--- src/hdl/lrn_pkg.sv ---
// Package for the cross-channel LRN block: beat types, config struct,
// sequencer states, ring arithmetic helpers and the exp2 fraction ROM.
// No dependencies.
`default_nettype none

package lrn_pkg;

  localparam int WINDOW_MAX  = 9;
  localparam int SAMPLE_BITS = 16;
  localparam int CHANNEL_MAX = 4096;
  localparam int RESULT_CAP  = 5;

  localparam int CH_W    = $clog2(CHANNEL_MAX);
  localparam int RING_AW = $clog2(WINDOW_MAX);
  localparam int WIN_W   = 4;
  localparam int SUM_W   = 40;
  localparam int NRM_W   = 41;
  localparam int SQ_W    = 2 * SAMPLE_BITS;

  localparam logic [1:0] REG_WINDOW = 2'd0;
  localparam logic [1:0] REG_ALPHA  = 2'd1;
  localparam logic [1:0] REG_BETA   = 2'd2;
  localparam logic [1:0] REG_KAPPA  = 2'd3;

  typedef struct packed {
    logic signed [SAMPLE_BITS-1:0] sample;
    logic                          last_channel;
  } in_beat_t;

  typedef struct packed {
    logic signed [15:0] out_value;
    logic               saturated;
    logic               last_of_position;
  } out_beat_t;

  typedef struct packed {
    logic [WIN_W-1:0] window_size;
    logic [31:0]      alpha_scale;
    logic [15:0]      beta_exponent;
    logic [31:0]      kappa_bias;
  } cfg_t;

  typedef enum logic [4:0] {
    S_IDLE, S_ISQ, S_IWR, S_CHECK,
    S_E0, S_E1, S_E2, S_NORM,
    S_LSQ, S_LACC, S_BETA, S_BACC,
    S_EXP, S_EXPACC, S_PROD, S_RND, S_EDRP
  } seq_state_e;

  typedef logic [15:0][31:0] rom_t;

  // (p - d) mod WINDOW_MAX for p < WINDOW_MAX, d <= WINDOW_MAX
  function automatic logic [RING_AW-1:0] ring_sub(logic [RING_AW-1:0] p,
                                                  logic [RING_AW-1:0] d);
    logic [RING_AW:0] s;
    s = {1'b0, p} + (RING_AW+1)'(WINDOW_MAX) - {1'b0, d};
    if (s >= (RING_AW+1)'(WINDOW_MAX)) s = s - (RING_AW+1)'(WINDOW_MAX);
    return s[RING_AW-1:0];
  endfunction

  function automatic logic [RING_AW-1:0] ring_inc(logic [RING_AW-1:0] p);
    return (p == RING_AW'(WINDOW_MAX - 1)) ? '0 : p + RING_AW'(1);
  endfunction

  function automatic logic [63:0] isqrt64(logic [63:0] v);
    logic [63:0] r, b, x;
    r = '0;
    b = 64'h4000_0000_0000_0000;
    x = v;
    for (int i = 0; i < 32; i++) begin
      if (x >= r + b) begin
        x = x - (r + b);
        r = (r >> 1) + b;
      end else begin
        r = r >> 1;
      end
      b = b >> 2;
    end
    return r;
  endfunction

  // entry k = 2^(2^-(k+1)) in Q1.30
  function automatic rom_t build_rom();
    rom_t t;
    logic [63:0] s;
    t = '0;
    s = isqrt64(64'd1 << 61);
    t[0] = s[31:0];
    for (int k = 1; k < 16; k++) begin
      s = isqrt64({32'd0, t[k-1]} << 30);
      t[k] = s[31:0];
    end
    return t;
  endfunction

  localparam rom_t EXP_ROM = build_rom();

endpackage

`default_nettype wire

--- src/hdl/cross_channel_lrn_unit.sv ---
// Cross-channel LRN, top level: APB register file and the sequencer core.
// Depends on lrn_pkg and lrn_core.
// Each input beat passes through accept, square, ring write and check; each result
// then takes up to 40 normalize shifts, 16 log2 squarings and up to 16 exp2
// multiplies, with all squarings and multiplies on one shared multiplier, and
// waits while the output is stalled; up to 5 results per beat on the last channel.
// One beat in flight at a time. Reset clears control state and loads the
// register defaults; the rings need no clearing.
`default_nettype none

module cross_channel_lrn_unit (
  input  wire logic              clk_i,
  input  wire logic              rst_ni,
  input  wire logic              psel,
  input  wire logic              penable,
  input  wire logic              pwrite,
  input  wire logic [3:0]        paddr,
  input  wire logic [31:0]       pwdata,
  output logic [31:0]            prdata,
  output logic                   pready,
  input  wire logic              in_valid_i,
  output logic                   in_ready_o,
  input  wire lrn_pkg::in_beat_t in_beat_i,
  output logic                   out_valid_o,
  input  wire logic              out_ready_i,
  output lrn_pkg::out_beat_t     out_beat_o
);
  import lrn_pkg::*;

  cfg_t cfg_q, cfg_d;
  logic wr_en;

  assign pready = 1'b1;
  assign wr_en = psel && penable && pwrite;

  always_comb begin
    cfg_d = cfg_q;
    if (wr_en) begin
      case (paddr[3:2])
        REG_WINDOW: cfg_d.window_size = pwdata[WIN_W-1:0];
        REG_ALPHA:  cfg_d.alpha_scale = pwdata;
        REG_BETA:   cfg_d.beta_exponent = pwdata[15:0];
        REG_KAPPA:  cfg_d.kappa_bias = pwdata;
        default: ;
      endcase
    end
  end

  always_comb begin
    case (paddr[3:2])
      REG_WINDOW: prdata = 32'(cfg_q.window_size);
      REG_ALPHA:  prdata = cfg_q.alpha_scale;
      REG_BETA:   prdata = 32'(cfg_q.beta_exponent);
      REG_KAPPA:  prdata = cfg_q.kappa_bias;
      default:    prdata = '0;
    endcase
  end

  always_ff @(posedge clk_i or negedge rst_ni) begin
    if (!rst_ni) begin
      cfg_q.window_size <= WIN_W'(5);
      cfg_q.alpha_scale <= 32'd429497;
      cfg_q.beta_exponent <= 16'd3072;
      cfg_q.kappa_bias <= 32'd65536;
    end else begin
      cfg_q <= cfg_d;
    end
  end

  lrn_core u_core (
    .clk_i, .rst_ni, .cfg_i(cfg_q),
    .in_valid_i, .in_ready_o, .in_beat_i,
    .out_valid_o, .out_ready_i, .out_beat_o
  );

  // a beat is taken only from idle, so ready drops right after
  a_busy_after_accept: assert property (@(posedge clk_i) disable iff (!rst_ni)
    in_valid_i && in_ready_o |=> !in_ready_o)
    else $error("ready stayed high after an accepted beat");

  a_sat_value: assert property (@(posedge clk_i) disable iff (!rst_ni)
    out_valid_o && out_beat_o.saturated |->
      (out_beat_o.out_value == 16'sh7fff) || (out_beat_o.out_value == -16'sh8000))
    else $error("saturated flag without a clipped value");

  a_cfg_kept: assert property (@(posedge clk_i) disable iff (!rst_ni)
    !(psel && penable && pwrite) |=> $stable(cfg_q))
    else $error("config changed without a write");

endmodule

`default_nettype wire

--- src/hdl/lrn_ram.sv ---
// Generic single-write, single-read RAM with registered read data.
// No dependencies.
`default_nettype none

module lrn_ram #(
  parameter int WIDTH = 16,
  parameter int DEPTH = 9
) (
  input  wire logic                     clk_i,
  input  wire logic                     we_i,
  input  wire logic [$clog2(DEPTH)-1:0] waddr_i,
  input  wire logic [WIDTH-1:0]         wdata_i,
  input  wire logic [$clog2(DEPTH)-1:0] raddr_i,
  output logic [WIDTH-1:0]              rdata_o
);

  logic [WIDTH-1:0] mem_q [DEPTH];

  always_ff @(posedge clk_i) begin
    if (we_i) mem_q[waddr_i] <= wdata_i;
    rdata_o <= mem_q[raddr_i];
  end

endmodule

`default_nettype wire

--- src/hdl/lrn_mul.sv ---
// Shared 32x32 unsigned multiplier with a registered product.
// No dependencies.
`default_nettype none

module lrn_mul (
  input  wire logic        clk_i,
  input  wire logic [31:0] a_i,
  input  wire logic [31:0] b_i,
  output logic [63:0]      p_o
);

  logic [63:0] p_q;

  always_ff @(posedge clk_i) begin
    p_q <= {32'd0, a_i} * {32'd0, b_i};
  end

  assign p_o = p_q;

endmodule

`default_nettype wire

--- src/hdl/lrn_core.sv ---
// Sequencer and datapath of the LRN block: sample/square rings, window sum,
// log2 / exp2 power and output rounding, with every multiply on one shared multiplier.
// Depends on lrn_pkg, lrn_ram, lrn_mul.
`default_nettype none

module lrn_core (
  input  wire logic             clk_i,
  input  wire logic             rst_ni,
  input  wire lrn_pkg::cfg_t    cfg_i,
  input  wire logic             in_valid_i,
  output logic                  in_ready_o,
  input  wire lrn_pkg::in_beat_t in_beat_i,
  output logic                  out_valid_o,
  input  wire logic             out_ready_i,
  output lrn_pkg::out_beat_t    out_beat_o
);
  import lrn_pkg::*;

  seq_state_e state_q, state_d;

  logic [CH_W-1:0]     ch_q, ch_d, em_q, em_d;
  logic [RING_AW-1:0]  wp_q, wp_d, ep_q, ep_d;
  logic [SUM_W-1:0]    sum_q, sum_d;
  logic [2:0]          cnt_q, cnt_d;
  logic                last_q, last_d;
  logic signed [SAMPLE_BITS-1:0] x_q, x_d;
  logic                neg_q, neg_d;
  logic [SAMPLE_BITS-1:0] xe_q, xe_d;
  logic [31:0]         wlo_q, wlo_d;
  logic [NRM_W-1:0]    nrm_q, nrm_d;
  logic [5:0]          c_q, c_d, e_q, e_d;
  logic [31:0]         m_q, m_d;
  logic [15:0]         frac_q, frac_d;
  logic [3:0]          j_q, j_d;
  logic signed [39:0]  e28_q, e28_d;
  logic                out_valid_q, out_valid_d;
  out_beat_t           out_q, out_d;

  logic [31:0] mul_a, mul_b;
  logic [63:0] prod;
  logic        s_we;
  logic [RING_AW-1:0] q_raddr;
  logic [SAMPLE_BITS-1:0] s_rdata;
  logic [SQ_W-1:0] q_rdata;

  // window geometry
  logic [WIN_W-1:0] size;
  logic [WIN_W-1:0] half, lo;
  always_comb begin
    if (cfg_i.window_size == '0) size = WIN_W'(1);
    else if (cfg_i.window_size > WIN_W'(WINDOW_MAX)) size = WIN_W'(WINDOW_MAX);
    else size = cfg_i.window_size;
    half = size >> 1;
    lo   = (size - WIN_W'(1)) >> 1;
  end

  logic [SAMPLE_BITS-1:0] x_abs;
  assign x_abs = x_q[SAMPLE_BITS-1] ? SAMPLE_BITS'(-x_q) : SAMPLE_BITS'(x_q);

  logic emit_go, out_free;
  assign emit_go = ((cnt_q == 3'd0) && ({1'b0, em_q} + (CH_W+1)'(half) <= {1'b0, ch_q}))
                 || (last_q && (em_q <= ch_q) && (cnt_q < 3'(RESULT_CAP)));
  assign out_free = !out_valid_q || out_ready_i;

  // log2 value magnitude and sign
  logic        l_pos;
  logic [21:0] l_mag;
  assign l_pos = e_q >= 6'd16;
  assign l_mag = l_pos ? {e_q - 6'd16, frac_q}
                       : ({6'd16 - e_q, 16'd0} - {6'd0, frac_q});

  logic [15:0] f_bits;
  logic        f_bit;
  assign f_bits = e28_q[27:12];
  assign f_bit  = f_bits[4'd15 - j_q];

  assign q_raddr = (state_q == S_ISQ) ? ring_sub(wp_q, size) : ring_sub(ep_q, lo);

  lrn_ram #(.WIDTH(SAMPLE_BITS), .DEPTH(WINDOW_MAX)) u_sample_ring (
    .clk_i, .we_i(s_we), .waddr_i(wp_q), .wdata_i(x_q),
    .raddr_i(ep_q), .rdata_o(s_rdata)
  );

  lrn_ram #(.WIDTH(SQ_W), .DEPTH(WINDOW_MAX)) u_square_ring (
    .clk_i, .we_i(s_we), .waddr_i(wp_q), .wdata_i(prod[SQ_W-1:0]),
    .raddr_i(q_raddr), .rdata_o(q_rdata)
  );

  lrn_mul u_mul (.clk_i, .a_i(mul_a), .b_i(mul_b), .p_o(prod));

  // operand select
  always_comb begin
    mul_a = '0;
    mul_b = '0;
    case (state_q)
      S_ISQ: begin
        mul_a = 32'(x_abs);
        mul_b = 32'(x_abs);
      end
      S_E0: begin
        mul_a = cfg_i.alpha_scale;
        mul_b = sum_q[31:0];
      end
      S_E1: begin
        mul_a = cfg_i.alpha_scale;
        mul_b = 32'(sum_q[SUM_W-1:32]);
      end
      S_LSQ: begin
        mul_a = m_q;
        mul_b = m_q;
      end
      S_BETA: begin
        mul_a = 32'(cfg_i.beta_exponent);
        mul_b = 32'(l_mag);
      end
      S_EXP: begin
        mul_a = m_q;
        mul_b = EXP_ROM[j_q];
      end
      S_PROD: begin
        mul_a = 32'(xe_q);
        mul_b = m_q;
      end
      default: ;
    endcase
  end

  // rounding and saturation
  logic signed [11:0] q_exp;
  logic signed [12:0] sh;
  logic [47:0]        pmag, shr;
  logic [48:0]        mag;
  logic               sat;
  out_beat_t          res;
  always_comb begin
    q_exp = e28_q[39:28];
    sh    = 13'sd30 - 13'(q_exp);
    pmag  = prod[47:0];
    shr   = '0;
    sat   = 1'b0;
    mag   = '0;
    if (pmag == '0) begin
      mag = '0;
    end else if (sh <= 13'sd0) begin
      sat = 1'b1;
    end else if (sh > 13'sd48) begin
      mag = '0;
    end else begin
      shr = pmag >> (6'(sh) - 6'd1);
      mag = ({1'b0, shr} + 49'd1) >> 1;
    end
    res.last_of_position = last_q && (em_q == ch_q);
    if (neg_q) begin
      if (sat || mag > 49'd32768) begin
        mag = 49'd32768;
        sat = 1'b1;
      end
      res.out_value = -$signed(mag[15:0]);
    end else begin
      if (sat || mag > 49'd32767) begin
        mag = 49'd32767;
        sat = 1'b1;
      end
      res.out_value = $signed(mag[15:0]);
    end
    res.saturated = sat;
  end

  // next state
  always_comb begin
    state_d = state_q;
    case (state_q)
      S_IDLE:   if (in_valid_i) state_d = S_ISQ;
      S_ISQ:    state_d = S_IWR;
      S_IWR:    state_d = S_CHECK;
      S_CHECK:  state_d = emit_go ? S_E0 : S_IDLE;
      S_E0:     state_d = S_E1;
      S_E1:     state_d = S_E2;
      S_E2:     state_d = S_NORM;
      S_NORM:   if (nrm_q[NRM_W-1]) state_d = S_LSQ;
      S_LSQ:    state_d = S_LACC;
      S_LACC:   state_d = (j_q == 4'd15) ? S_BETA : S_LSQ;
      S_BETA:   state_d = S_BACC;
      S_BACC:   state_d = S_EXP;
      S_EXP: begin
        if (f_bit) state_d = S_EXPACC;
        else if (j_q == 4'd15) state_d = S_PROD;
      end
      S_EXPACC: state_d = (j_q == 4'd15) ? S_PROD : S_EXP;
      S_PROD:   state_d = S_RND;
      S_RND: begin
        if (out_free) begin
          state_d = (last_q && em_q >= CH_W'(lo)) ? S_EDRP : S_CHECK;
        end
      end
      S_EDRP:   state_d = S_CHECK;
      default:  state_d = S_IDLE;
    endcase
  end

  // datapath
  logic [NRM_W-1:0] norm;
  logic [31:0]      mm;
  always_comb begin
    ch_d = ch_q;   em_d = em_q;   wp_d = wp_q;   ep_d = ep_q;
    sum_d = sum_q; cnt_d = cnt_q; last_d = last_q; x_d = x_q;
    neg_d = neg_q; xe_d = xe_q;   wlo_d = wlo_q; nrm_d = nrm_q;
    c_d = c_q;     e_d = e_q;     m_d = m_q;     frac_d = frac_q;
    j_d = j_q;     e28_d = e28_q;
    out_valid_d = out_valid_q && !out_ready_i;
    out_d = out_q;
    s_we = 1'b0;
    norm = '0;
    mm = prod[61:30];
    in_ready_o = 1'b0;
    case (state_q)
      S_IDLE: begin
        in_ready_o = 1'b1;
        x_d = in_beat_i.sample;
        last_d = in_beat_i.last_channel || (ch_q == CH_W'(CHANNEL_MAX - 1));
        cnt_d = '0;
      end
      S_IWR: begin
        s_we = 1'b1;
        sum_d = sum_q + SUM_W'(prod[SQ_W-1:0])
              - ((ch_q >= CH_W'(size)) ? SUM_W'(q_rdata) : '0);
      end
      S_CHECK: begin
        if (!emit_go) begin
          if (last_q) begin
            ch_d = '0; em_d = '0; wp_d = '0; ep_d = '0; sum_d = '0;
          end else begin
            ch_d = ch_q + CH_W'(1);
            wp_d = ring_inc(wp_q);
          end
        end
      end
      S_E1: begin
        neg_d = s_rdata[SAMPLE_BITS-1];
        xe_d = s_rdata[SAMPLE_BITS-1] ? -s_rdata : s_rdata;
        wlo_d = prod[63:32];
      end
      S_E2: begin
        norm = NRM_W'(cfg_i.kappa_bias) + NRM_W'(wlo_q) + NRM_W'(prod[39:0]);
        nrm_d = (norm == '0) ? NRM_W'(1) : norm;
        c_d = '0;
      end
      S_NORM: begin
        if (nrm_q[NRM_W-1]) begin
          m_d = 32'(nrm_q[NRM_W-1:10]);
          e_d = 6'd40 - c_q;
          frac_d = '0;
          j_d = '0;
        end else begin
          nrm_d = nrm_q << 1;
          c_d = c_q + 6'd1;
        end
      end
      S_LACC: begin
        m_d = mm[31] ? (mm >> 1) : mm;
        frac_d = {frac_q[14:0], mm[31]};
        j_d = j_q + 4'd1;
      end
      S_BACC: begin
        e28_d = l_pos ? -$signed({2'b00, prod[37:0]}) : $signed({2'b00, prod[37:0]});
        m_d = 32'd1 << 30;
        j_d = '0;
      end
      S_EXP: begin
        if (!f_bit && j_q != 4'd15) j_d = j_q + 4'd1;
      end
      S_EXPACC: begin
        m_d = mm;
        if (j_q != 4'd15) j_d = j_q + 4'd1;
      end
      S_RND: begin
        if (out_free) begin
          out_valid_d = 1'b1;
          out_d = res;
          em_d = em_q + CH_W'(1);
          ep_d = ring_inc(ep_q);
          cnt_d = cnt_q + 3'd1;
        end
      end
      S_EDRP: begin
        sum_d = sum_q - SUM_W'(q_rdata);
      end
      default: ;
    endcase
  end

  always_ff @(posedge clk_i or negedge rst_ni) begin
    if (!rst_ni) begin
      state_q <= S_IDLE;
      ch_q <= '0;
      em_q <= '0;
      wp_q <= '0;
      ep_q <= '0;
      sum_q <= '0;
      cnt_q <= '0;
      last_q <= 1'b0;
      out_valid_q <= 1'b0;
    end else begin
      state_q <= state_d;
      ch_q <= ch_d;
      em_q <= em_d;
      wp_q <= wp_d;
      ep_q <= ep_d;
      sum_q <= sum_d;
      cnt_q <= cnt_d;
      last_q <= last_d;
      out_valid_q <= out_valid_d;
    end
  end

  always_ff @(posedge clk_i) begin
    x_q <= x_d;
    neg_q <= neg_d;
    xe_q <= xe_d;
    wlo_q <= wlo_d;
    nrm_q <= nrm_d;
    c_q <= c_d;
    e_q <= e_d;
    m_q <= m_d;
    frac_q <= frac_d;
    j_q <= j_d;
    e28_q <= e28_d;
    out_q <= out_d;
  end

  assign out_valid_o = out_valid_q;
  assign out_beat_o = out_q;

endmodule

`default_nettype wire

--- config.mk ---
export PLATFORM = sky130hd
export DESIGN_NAME = cross_channel_lrn_unit
export DESIGN_NICKNAME = d
export VERILOG_FILES = /design/src/hdl/lrn_pkg.sv /design/src/hdl/cross_channel_lrn_unit.sv /design/src/hdl/lrn_ram.sv /design/src/hdl/lrn_mul.sv /design/src/hdl/lrn_core.sv
export SDC_FILE = /design/constraint.sdc
export NUM_CORES = 2
export LEC_CHECK = 0
export ABC_AREA = 1
export BUFFER_PORTS_ARGS = -buffer_cell sky130_fd_sc_hd__buf_2
export CORE_ASPECT_RATIO = 1.1
export CORE_MARGIN = 2
export CORE_UTILIZATION = 60
export DETAILED_ROUTE_END_ITERATION = 6
export GPL_ROUTABILITY_DRIVEN = 0
export PLACE_DENSITY = 0.76
export SLEW_MARGIN = 25
export SYNTH_ARGS = -nofsm -noshare
export SYNTH_HDL_FRONTEND = slang
export SYNTH_SLANG_ARGS = --single-unit
--- constraint.sdc ---
create_clock -name clk_i -period 13.8 [get_ports clk_i]
set_input_delay 2.76 -clock clk_i [delete_from_list [all_inputs] [get_ports clk_i]]
set_output_delay 2.76 -clock clk_i [all_outputs]
set_load 0.05 [all_outputs]
* Word-level counts from Yosys, hierarchy flattened
Memory sizes are Yosys's and may differ from the RTL's. A register that Yosys moved wholly into a read port is not among the register bits. Cells that the tools add are included. Widths: inputs -> output; s select.
Word-level totals: memories 3, word-level logic and storage cells 243, register bits 458, output and inout port bits 53, bits in read-only memories 512, RAM bits 432
Memories:
- (no name shown) | words 16, bits a word 32, read ports 1, clocked after Yosys merged registers in 1, wr ports 0, line lrn_core.sv:118 | mul_b = EXP_ROM[j_q];
- u_core.u_square_ring.mem_q | words 9, bits a word 32, read ports 1, clocked after Yosys merged registers in 1, wr ports 1, line lrn_ram.sv:17 | logic [WIDTH-1:0] mem_q [DEPTH];
- u_core.u_sample_ring.mem_q | words 9, bits a word 16, read ports 1, clocked after Yosys merged registers in 1, wr ports 1, line lrn_ram.sv:17
Operators by class: add/subtract/negate cells 32, order comparisons 15, eq/ne operators 34, shift operators 1, bitwise gates (word level) 1, mux-type cells 76, $mul 1, reduce and logical (&&, ||, !) cells 49
Operators by type and width (number):
- $pmux 32 s4 | 2
- $pmux 32 s6 | 1
- $pmux 32 s5 | 1
- $pmux 40 s3 | 1
- $mux 49 | 2
- $mux 16 | 6
- $mux 32 | 3
- $mux 41 | 2
- $pmux 41 s2 | 1
- $mux 40 | 2
- $pmux 5 s16 | 1
- $mul 32x32->64 | 1
- $mux 4 | 15
- $add 48x1->49 const B | 1
- $gt 49x15->1 const B | 1
- $gt 49x16->1 const B | 1
- $logic_not 48->1 | 1
- $mux 12 | 4
- $mux 48 | 1
- $neg 16->16 | 3
- $shr 48x6->48 | 1
- $add 41x40->41 | 1
- $logic_not 41->1 | 1
- $add 40x32->40 | 1
- other kinds (78) | 155

* Depth between registers and ports, before layout
word-level depth 13, mapped depth 48, mapped depth without buffers 47

* Modules after synthesis
Synthesis repeated with hierarchy kept, for this count alone.
Unflattened totals: cell total of the unflattened synthesis 12045, area, all modules 92990.4 um2
Modules (own cells, without submodules):
- lrn_mul | area an instance 37359.6 um2, cells each 5027, times used 1
- lrn_core | area an instance 32447.4 um2, cells each 4758, times used 1
- lrn_ram (u_core.u_square_ring) | area an instance 12791.0 um2, cells each 1167, times used 1
- lrn_ram (u_core.u_sample_ring) | area an instance 6465.0 um2, cells each 594, times used 1
- cross_channel_lrn_unit | area an instance 3927.5 um2, cells each 499, times used 1

* Least setup slack after synthesis
Ideal clock, no wire load.
kind register -> register, start point register u_core.state_q[4], end point register u_core.u_mul.p_q[57] (netlist: u_core.u_mul.p_o[57]), period minus slack after synthesis 10.582 ns, required time 13.673 ns, cell stages (with the launch flop) 36, data arrival time 10.456 ns, path slack 3.218 ns, path through dfrtp_1 inv_1 nand3_1 nor2_1 inv_1 o22ai_1 a221oi_1 o311ai_1 clkbuf_1 nand2_1 fa_1 inv_1 fa_1 fa_1 fa_1 inv_1 fa_1 inv_1 fa_1 fa_1 inv_1 fa_1 inv_1 ha_1 a21oi_1 o21a_1 nand2_1 a21oi_1 inv_1 a21oi_1 o21ai_0 a21oi_1 o21bai_1 a21boi_0 o21ai_0 xor2_1
On the way: longest elaborated chain between the ends 4, elaborated cells between the ends (all ways) 13, those cells by class mul (1); eq/ne (7); mux (2); reduce/logical (3)
RTL lines:
- start: declaration | line lrn_core.sv:19 | seq_state_e state_q, state_d;
- start signal: assignment | line lrn_core.sv:304 | state_q <= state_d;
- $eq 5x4->1 or $eq 5x3->1 (tied branches) | line lrn_core.sv:95 | case (state_q)
- $reduce_or 2->1 (no line)
- $pmux 32 s6 or $pmux 32 s5 (tied branches) | line lrn_core.sv:95
- $mul 32x32->64 (*) | line lrn_mul.sv:15 | p_q <= {32'd0, a_i} * {32'd0, b_i};
- end signal: assignment | line lrn_mul.sv:15
- end: declaration | line lrn_mul.sv:12 | logic [63:0] p_q;
Mark *: on every way between the ends. The rest lies on a longest branch, timed or not. A chain may end at the register's enable or synchronous reset.

* Worst setup path in the final report
start point register u_core.x_q[0], end point register u_core.u_mul.p_q[57] (netlist: u_core.u_mul.p_o[57])
On the way: longest elaborated chain between the ends 4, elaborated cells between the ends (all ways) 5, those cells by class add/sub (1); mul (1); mux (3)
RTL lines:
- start: declaration | line lrn_core.sv:26 | logic signed [SAMPLE_BITS-1:0] x_q, x_d;
- start signal: assignment | line lrn_core.sv:317 | x_q <= x_d;
- $neg 16->16 | line lrn_core.sv:58 | assign x_abs = x_q[SAMPLE_BITS-1] ? SAMPLE_BITS'(-x_q) : SAMPLE_BITS'(x_q);
- $mux 16 (*) | line lrn_core.sv:58
- $pmux 32 s6 or $pmux 32 s5 (tied branches) | line lrn_core.sv:95
- $mul 32x32->64 (*) | line lrn_mul.sv:15
Marks and branches as above.

==> reports/qor.csv <==
metric,value,unit
vias after detailed routing,75967,
largest net degree at the start of global routing,252,
Startpoint Class,flip-flop,
row count,147,
DRT iter0 DRCs,8642,
most frequent cells in the layout,"nand2_1, inv_1, fa_1, nor2_1, edfxtp_1",
final hold vios,0,
Least-Margin Pin Slew,1210,ps
First-pass DRT Iterations,7,
dpl hpwl,206,mm
final-layout fill cell count,11738,
crit path DAT,12680,ps
hold buffer count at CTS,0,
PnR worst setup slack,1760,ps
crit path capture type,flip-flop,
Yosys cell types,72,
pre-CTS worst setup slack,2820,ps
number of global-route vias before repair,76495,
Main synth FF type,edfxtp_1,
clock transition at the registers of the reported paths,70,ps
WL final,280,mm
Worst path top cell family by delay,adder cells,
Worst Skew,81.4,ps
Syn Nets,12156,
Max-Cap Viols,0,
Longest Clk Path Bufs,3,
fin. max-slew vios,0,
Tot GR Track Use,0.375,
share of cells above drive strength 1,0.0611,
Ports,113,
"EDFF count, synth",648,
DRC viols,3,
grt ovf,0,
Setup Viol. Count Final,0,
DIE AREA,151000,um2
crit path time final,12040,ps
Die Span Y,407,um
mean instance size in the synthesized netlist,8.29,um2
initial core utilization,0.605,
CP peak stage delay,760,ps
Worst EP required,14440,ps
clk_lat worst skew,760,ps
# H-tree levels,3,
synth warn,0,
Placed Instances,12443,
CP Buf/Inv Count,11,
Core Region,146000,um2
failing checks,design-rule violations,
Max Clock Freq,83.1,MHz
port bufs,109,
slowest CP cell,o21ai_0,
antenna-violating nets left,0,
TritonCTS clock tree,done,
first-pass GRT wire length,429,mm
CP most frequent cell,inv_1,
Via density,6.02,
hold crit path type,flip-flop to flip-flop,
final setup TNS,0,ps
Area Growth Syn to Fin,6.98,%
initial antenna violation count,10,
post-cts resize count,0,
Tcrit/Tclk final,0.872,
"non-filler cells, final",12626,
status,finished with violations,
Crit Path Max Fanout,20,
Die Width,370,um
Setup CP Type,flip-flop to flip-flop,
WL per Instance,22.2,um
unrepaired setup endpoints after global routing,no,
postcts setup bufs,0,
Final Instance Area,94700,um2
"flops & latches, synth",955,
relative slew slack,0.190,
Post-Syn Area,88500,um2
Mapped Cells,10672,
sequential share of the synthesized area,0.299,
CTS buffer count,91,
DP Area,91200,um2
Sinks on Clock Net,955,
clock tree root buffer cell,clkbuf_16,
"FFs w/ async S/R, synth",0.174,
"commonest non-fill, non-tap cell in the layout",nand2_1,
final net count,12084,
registers in the layout (all words and copies together) (netlist names), 18 cells and up, named ones only:
| register | flops |
|---|---|
| u_core.u_square_ring.mem_q | 288 |
| u_core.sum_q | 40 |
| u_core.out_beat_o | 18 |
| u_core.u_square_ring.rdata_o | 32 |
| u_core.u_sample_ring.mem_q | 144 |
| u_core.u_mul.p_o | 64 |
| u_core.nrm_q | 41 |
| u_core.e28_q | 28 |
| u_core.m_q | 32 |
| u_core.wlo_q | 32 |
| cfg_q | 84 |
cell usage after synthesis (104+ instances only):
cell | count | share of area
inv_1 | 2008 | 0.085
clkbuf_1 | 339 | 0.014
a21oi_1 | 382 | 0.022
ha_1 | 490 | 0.069
o211ai_1 | 156 | 0.013
fa_1 | 934 | 0.21
xor2_1 | 156 | 0.015
nand2_1 | 2436 | 0.10
o21ai_0 | 443 | 0.025
dfxtp_1 | 141 | 0.032
nand3_1 | 556 | 0.031
nor2_1 | 857 | 0.036
nand4_1 | 104 | 0.0074
edfxtp_1 | 648 | 0.22
dfrtp_1 | 150 | 0.042
routing by layer:
layer / global-route usage / part of all wire / up-vias
li1: - / - / 33686
met1: 0.445 / 0.35 / 36439
met2: 0.594 / 0.45 / 4568
met3: 0.0934 / 0.12 / 1268
met4: 0.276 / 0.088 / 6
met5: 0 / 0.00014 / -
cell families after synthesis:
| family | Yosys count | synth area share |
|---|---|---|
| buf+inv | 2490 | 0.108 |
| compound gates | 1361 | 0.0909 |
| simple gates | 4214 | 0.199 |
| mux | 10 | 0.00117 |
| other cells | 1 | 0.0000424 |
| flops | 955 | 0.299 |
| xor+xnor | 217 | 0.0215 |
| fa+ha+maj | 1424 | 0.281 |
cell type report:
type / instances / area, um2 / area share
inverters: 2066 / 7750 / 0.0819
flip-flops and latches: 955 / 26500 / 0.279
multi-input cells: 7227 / 52800 / 0.558
well taps: 1937 / 2420 / 0.0256
repair buffers: 259 / 1770 / 0.0187
clock buffers: 105 / 2440 / 0.0258
diodes: 10 / 25.0 / 0.000264
clock inverters: 67 / 950 / 0.0100
through the flow:
stage / hold WS (ps) / util
after floorplan: 386 / -
after global placement: 404 / 0.623
after detailed placement: 395 / 0.624
after CTS: 407 / 0.647
after global routing: 421 / 0.647
final: 405 / 0.647
worst paths after layout:
path | from | to | slack [ps] | depth (start not counted)
max | u_core.x_q[0] | u_core.u_mul.p_o[57] | 1760 | 38
min | u_core.u_mul.p_o[63] | u_core.wlo_q[31] | 400 | 0
max reg2reg | u_core.x_q[0] | u_core.u_mul.p_o[57] | 1760 | 38
min reg2reg | u_core.u_mul.p_o[63] | u_core.wlo_q[31] | 400 | 0
max in group asynchronous | rst_ni | u_core.sum_q[16] | 10640 | 2
min in group asynchronous | rst_ni | u_core.ch_q[9] | 1860 | 1
Power is left out: the tool's default activity adds up to more than one toggle a clock period on the data nets, which glitch-free logic cannot reach.
